**src/hw/rtl/mrc_pkg.sv**
```systemverilog
// Shared types, constants and the CRC-16/Modbus byte update for the reply checker.
// No dependencies; imported by mrc_frame_core and modbus_rtu_reply_checker.
package mrc_pkg;

  localparam int ByteW   = 8;
  localparam int CrcW    = 16;
  localparam int CfgIdxW = 2;

  localparam logic [CrcW-1:0]  CRC_INIT = 16'hFFFF;
  localparam logic [CrcW-1:0]  CRC_POLY = 16'hA001;

  localparam logic [ByteW-1:0] SLAVE_ADDR_RST  = 8'h01;
  localparam logic [ByteW-1:0] FUNC_CODE_RST   = 8'h03;
  localparam logic [ByteW-1:0] PAYLOAD_LEN_RST = 8'h02;

  typedef enum logic [CfgIdxW-1:0] {
    CFG_SLAVE_ADDR  = 2'd0,
    CFG_FUNC_CODE   = 2'd1,
    CFG_PAYLOAD_LEN = 2'd2
  } cfg_idx_e;

  typedef enum logic [1:0] {
    ST_OK        = 2'd0,
    ST_BAD_FRAME = 2'd1,
    ST_CRC_ERR   = 2'd2
  } status_e;

  typedef struct packed {
    logic [ByteW-1:0] slave_addr;
    logic [ByteW-1:0] func_code;
    logic [ByteW-1:0] payload_len;
  } cfg_t;

  typedef struct packed {
    logic [15:0] reading;
    status_e     status;
  } res_t;

  // Reflected CRC-16 update over one byte, LSB first.
  function automatic logic [CrcW-1:0] crc16_feed(input logic [CrcW-1:0] crc,
                                                 input logic [ByteW-1:0] b);
    logic [CrcW-1:0] c;
    c = crc ^ {8'h00, b};
    for (int i = 0; i < 8; i++) begin
      if (c[0]) begin
        c = (c >> 1) ^ CRC_POLY;
      end else begin
        c = c >> 1;
      end
    end
    return c;
  endfunction

endpackage

```
**src/hw/rtl/mrc_frame_core.sv**
```systemverilog
// Per-frame state of the reply checker: byte count, running CRC, held bytes,
// header flag and reading. Produces the verdict on the final byte. Uses mrc_pkg.
module mrc_frame_core #(
  parameter int MAX_FRAME = 16,
  parameter int MIN_FRAME = 7
) (
  input  logic                    clk_i,
  input  logic                    rst_ni,
  input  logic                    adv_i,
  input  logic [7:0]              rx_byte_i,
  input  logic                    frame_end_i,
  input  mrc_pkg::cfg_t           cfg_i,
  output mrc_pkg::res_t           res_o
);
  import mrc_pkg::*;

  localparam int CntW = $clog2(MAX_FRAME + 1);

  logic [CntW-1:0]  cnt_q, cnt_d, cnt_upd;
  logic [CrcW-1:0]  crc_q, crc_d, crc_upd;
  logic [ByteW-1:0] held0_q, held0_d, held0_upd;
  logic [ByteW-1:0] held1_q, held1_d, held1_upd;
  logic             hdr_q, hdr_d, hdr_upd;
  logic [15:0]      rdg_q, rdg_d, rdg_upd;
  logic             keep;

  always_comb begin
    keep      = cnt_q < CntW'(MAX_FRAME);
    cnt_upd   = cnt_q;
    crc_upd   = crc_q;
    held0_upd = held0_q;
    held1_upd = held1_q;
    hdr_upd   = hdr_q;
    rdg_upd   = rdg_q;

    if (keep) begin
      if (cnt_q == CntW'(0) && rx_byte_i != cfg_i.slave_addr) begin
        hdr_upd = 1'b0;
      end
      if (cnt_q == CntW'(1) && rx_byte_i != cfg_i.func_code) begin
        hdr_upd = 1'b0;
      end
      if (cnt_q == CntW'(2) && rx_byte_i != cfg_i.payload_len) begin
        hdr_upd = 1'b0;
      end
      if (cnt_q == CntW'(3)) begin
        rdg_upd = {rx_byte_i, 8'h00};
      end
      if (cnt_q == CntW'(4)) begin
        rdg_upd = {rdg_q[15:8], rx_byte_i};
      end
      // The byte leaving the hold pair is no longer a CRC candidate.
      if (cnt_q >= CntW'(2)) begin
        crc_upd = crc16_feed(crc_q, held0_q);
      end
      held0_upd = held1_q;
      held1_upd = rx_byte_i;
      cnt_upd   = cnt_q + CntW'(1);
    end

    res_o.reading = '0;
    if (32'(cnt_upd) < 32'(MIN_FRAME) || !hdr_upd) begin
      res_o.status = ST_BAD_FRAME;
    end else if ({held1_upd, held0_upd} == crc_upd) begin
      res_o.status  = ST_OK;
      res_o.reading = rdg_upd;
    end else begin
      res_o.status = ST_CRC_ERR;
    end

    cnt_d   = cnt_q;
    crc_d   = crc_q;
    held0_d = held0_q;
    held1_d = held1_q;
    hdr_d   = hdr_q;
    rdg_d   = rdg_q;
    if (adv_i) begin
      if (frame_end_i) begin
        // Drop all frame state for the next reply.
        cnt_d   = '0;
        crc_d   = CRC_INIT;
        held0_d = '0;
        held1_d = '0;
        hdr_d   = 1'b1;
        rdg_d   = '0;
      end else begin
        cnt_d   = cnt_upd;
        crc_d   = crc_upd;
        held0_d = held0_upd;
        held1_d = held1_upd;
        hdr_d   = hdr_upd;
        rdg_d   = rdg_upd;
      end
    end
  end

  always_ff @(posedge clk_i or negedge rst_ni) begin
    if (!rst_ni) begin
      cnt_q   <= '0;
      crc_q   <= CRC_INIT;
      held0_q <= '0;
      held1_q <= '0;
      hdr_q   <= 1'b1;
      rdg_q   <= '0;
    end else begin
      cnt_q   <= cnt_d;
      crc_q   <= crc_d;
      held0_q <= held0_d;
      held1_q <= held1_d;
      hdr_q   <= hdr_d;
      rdg_q   <= rdg_d;
    end
  end

  a_cnt_bound: assert property (@(posedge clk_i) disable iff (!rst_ni)
    cnt_q <= CntW'(MAX_FRAME))
    else $error("byte count passed MAX_FRAME");

  a_frame_clear: assert property (@(posedge clk_i) disable iff (!rst_ni)
    adv_i && frame_end_i |=> cnt_q == '0 && crc_q == CRC_INIT && hdr_q)
    else $error("frame state not cleared after final byte");

  a_hold_idle: assert property (@(posedge clk_i) disable iff (!rst_ni)
    !adv_i |=> $stable(cnt_q) && $stable(crc_q))
    else $error("frame state moved without an item");

endmodule

```
**config.mk**
```make
export PLATFORM = sky130hd
export DESIGN_NAME = mrc_frame_core
export DESIGN_NICKNAME = d
export VERILOG_FILES = /design/src/hw/rtl/mrc_pkg.sv /design/src/hw/rtl/mrc_frame_core.sv
export SDC_FILE = /design/constraint.sdc
export NUM_CORES = 1
export LEC_CHECK = 0
export CORE_ASPECT_RATIO = 1.75
export CORE_MARGIN = 8
export CORE_UTILIZATION = 40
export DETAILED_ROUTE_END_ITERATION = 10
export DONT_BUFFER_PORTS = 1
export GPL_TIMING_DRIVEN = 0
export SLEW_MARGIN = 0
export SYNTH_ARGS = -nofsm -noshare
export SYNTH_HDL_FRONTEND = slang
export SYNTH_SLANG_ARGS = --single-unit
```
**constraint.sdc**
```tcl
create_clock -name clk_i -period 3.28 [get_ports clk_i]
set_clock_uncertainty 0.15 [all_clocks]
set_input_delay 0.656 -clock clk_i [delete_from_list [all_inputs] [get_ports clk_i]]
set_output_delay 0.656 -clock clk_i [all_outputs]
set_load 0.01 [all_outputs]
```
==> metrics.md <==
| Metric | Value |
|---|---|
| IO Count | 54 |
| GPL Wtd Cong | 0.926 |
| CTS max path bufs | 2 |
| Fillers | 851 |
| Initial antenna violation count | 0 |
| Buffers plus inverters on the worst setup path | 2 |
| Type of the tightest min-delay check | in -> async |
| Worst IR Drop VDD | 0.294 mV |
| Most used DFF post-synth | dfrtp_1 |
| Slew of the pin with the lowest slew margin | ~1.2 ns |
| Final hold violation count | 0 |
| Avg WL per Cell | 23.2 µm |
| # diodes | 0 |
| Final HPWL DP | 8380 µm |
| Arrival @ worst endpoint | 3.15 ns |
| GR Overflow Total | 0 |
| Synthesized area | 3690 µm² |
| Final #Nets | 437 |
| Rows | 46 |
| Slew headroom | 21.6% |
| Crit-path max cell delay | 0.63 ns |
| Chip width | 88.6 µm |
| Min cycle time layout | 3.96 ns |
| Number of flops mapped to enable cells by yosys | 0 |
| Root buf cell | clkbuf_16 |
| Final WS setup | -0.680 ns |
| DRT iter0 DRCs | 238 |
| Global-route wire length before repair | approximately 18000 µm |
| Die ar. | 12700 µm² |
| Fin Setup TNS | -10.69 ns |
| Distinct cell type count after synthesis | 54 |
| Area leader, netlist | dfrtp_1 |
| Worst-path clk slew | 0.07 ns |
| CP endpoint kind | primary output |
| Share of Yosys cell area claimed by the top area cell type | 25.1% |
| CTS tree | built |
| Commonest cells after routing, fill and taps aside | xnor2_1, dfrtp_1, a22o_1 |
| Via count | 3155 |
| Crit-path slowest cell | dfstp_2 |
| Max H-tree Level | 2 |
| Largest net degree at the start of global routing | 38 |
| RSZ-0062 raised after global routing | true |
| Synthesis Warnings | 0 |
| Failing checks | negative setup slack |
| Seq/Total Area, Yosys | 37.2% |
| Worst setup path class | reg -> out |
| Finish-stage setup viols | 17 |
| Power Density | 610 nW/µm² |
| Clk_lat worst skew | 0.30 ns |
| GRT Util Overall | about 20% |
| Area contributors post-synth | dfrtp_1, dfstp_2, xnor2_1 |
| Layout cells sized above 1 | 26.6% |
| Vias in the first global route | 3328 |
| Clock Sinks | 54 |
| Vias per cell | 6.08 |
| CP delay by family, top | XOR/XNOR gates |
| Slew Limit Fails | 0 |
| CP Max Fanout | 7 |
| CTS buffer count | 5 |
| First-pass DRT Iterations | 4 |
| Initial Utilization | between 40% and 50% |
| Fin crit share | 121% |
| Commonest non-fill, non-tap cell in the layout | xnor2_1 |
| CP startpoint kind | register |
| Antenna-violating nets left | 0 |
| LEAKAGE | 2.01 nW |
| Status | finished with violations |
| Crit path required time | 2.47 ns |
| PortBufs | 0 |
| Util after Layout | between 40% and 50% |
| Mapped Cells | 370 |
| Core area | ~9000 µm² |
| Mapped Nets | 409 |
| Max cap viols | 0 |
| Fraction of registers with async set/reset | 100% |
| FMAX | 0.253 GHz |
| Synth-to-layout area growth | 21.3% |
| Syn_area_per_cell | 9.98 µm² |
| WL final | 12000 µm |
| Cell chain of the critical path | xor2_4 > xnor2_4 > xnor3_2 > xnor2_4 > a211oi_2 > o211a_1 > nand3_4 > buf_12 > buf_12 > nor3_4 |
| Drt drc | 0 |
| Die height | 143 µm |
| Synth Register Bits | 54 |
per-stage QoR:
stage | setup WS, ns | total power, mW | hold slack [ns] | cell area [µm²] | instances
global placement | -0.828 | 1.87 | 0.212 | 3860 | 490
detailed placement | -0.782 | 1.89 | 0.212 | 3860 | 490
CTS | -0.614 | 2.59 | 0.0364 | 4370 | 512
global route | -0.754 | 2.84 | 0.0340 | 4480 | 519
finish | -0.680 | 2.73 | 0.0335 | 4480 | 519
floorplan | -0.0437 | 1.68 | 0.210 | 3710 | 370
kinds of logic (layout without fill, tap and decap cells):
family | count (synthesis) | count (layout) | synth area share, %
buf+inv | 39 | 68 | 4.27
simple gates | 93 | 93 | 14.5
xor+xnor | 63 | 63 | 17.9
compound gates | 103 | 103 | 21.0
mux | 15 | 15 | 4.10
fa+ha+maj | 3 | 3 | 1.02
flops | 54 | 54 | 37.2
power breakdown:
| group | internal [mW] | leakage, nW | total (mW) | switching [mW] |
|---|---|---|---|---|
| combinational | 0.623 | 1.26 | 1.27 | 0.652 |
| clock | 0.284 | 0.0740 | 0.547 | 0.263 |
| sequential | 0.786 | 0.681 | 0.909 | 0.124 |
worst paths after layout:
path                                  startpoint                     to  slack [ns]  depth (start not counted)
max in group asynchronous                 rst_ni   rdg_q[9]$_DFFE_PN0P_        2.74                          1
max                         crc_q[0]$_DFFE_PN1P_              res_o[15]       -0.68                         10
min reg2reg                rdg_q[12]$_DFFE_PN0P_  rdg_q[12]$_DFFE_PN0P_        0.35                          1
min in group clk_i         rdg_q[12]$_DFFE_PN0P_  rdg_q[12]$_DFFE_PN0P_        0.35                          1
min                                       rst_ni  rdg_q[15]$_DFFE_PN0P_        0.03                          1
max reg2reg                 cnt_q[3]$_DFFE_PN0P_  crc_q[13]$_DFFE_PN1P_        0.24                          9
state kept, by name, summed over array words and instances, names as in the netlist:
register	flops
held0_q	8
rdg_q	16
cnt_q	5
crc_q	16
held1_q	8
hdr_q	1
cells in the mapped netlist (all sizes together), types with 3 or more instances:
cell type and count:
a211oi 3, a21oi 22, a22o 33, a22oi 8, and3 4, buf 4, clkbuf 22, dfrtp 37
dfstp 17, ha 3, inv 13, mux2i 14, nand2 12, nand2b 3, nand3 5, nand4 9
nor2 31, nor3 21, o21ai 9, o22a 4, o22ai 6, xnor2 54, xor2 6
metal layers:
metal | global-route usage, % | share of wire (%)
met1 | 20.0 | 37
met2 | 35.9 | 55
met3 | 3.34 | 3.5
met4 | 11.0 | 4.2
met5 | 0 | 0
repair_timing:
| item | in CTS | in global routing |
|---|---|---|
| gates resized for setup | 45 | 13 |
| hold buffers | 1 | 0 |
| setup buffers | 13 | 8 |
| endpoints found under the hold margin | 37 | 0 |
| endpoints found under the setup margin | 18 | 18 |
| pin swaps | 27 | 11 |
| cloned | 1 | 0 |
layout make-up:
type | instances | area, µm² | area share [%]
plain buffers | 25 | 134 | 2.99
clock inverters | 3 | 18.8 | 0.419
clock buffers | 5 | 125 | 2.79
multi-input cells | 277 | 2430 | 54.3
inverters | 13 | 48.8 | 1.09
flip-flops and latches | 54 | 1370 | 30.6
repair buffers | 22 | 198 | 4.41
well taps | 120 | 150 | 3.35
(Power assumes the default switching activity.)
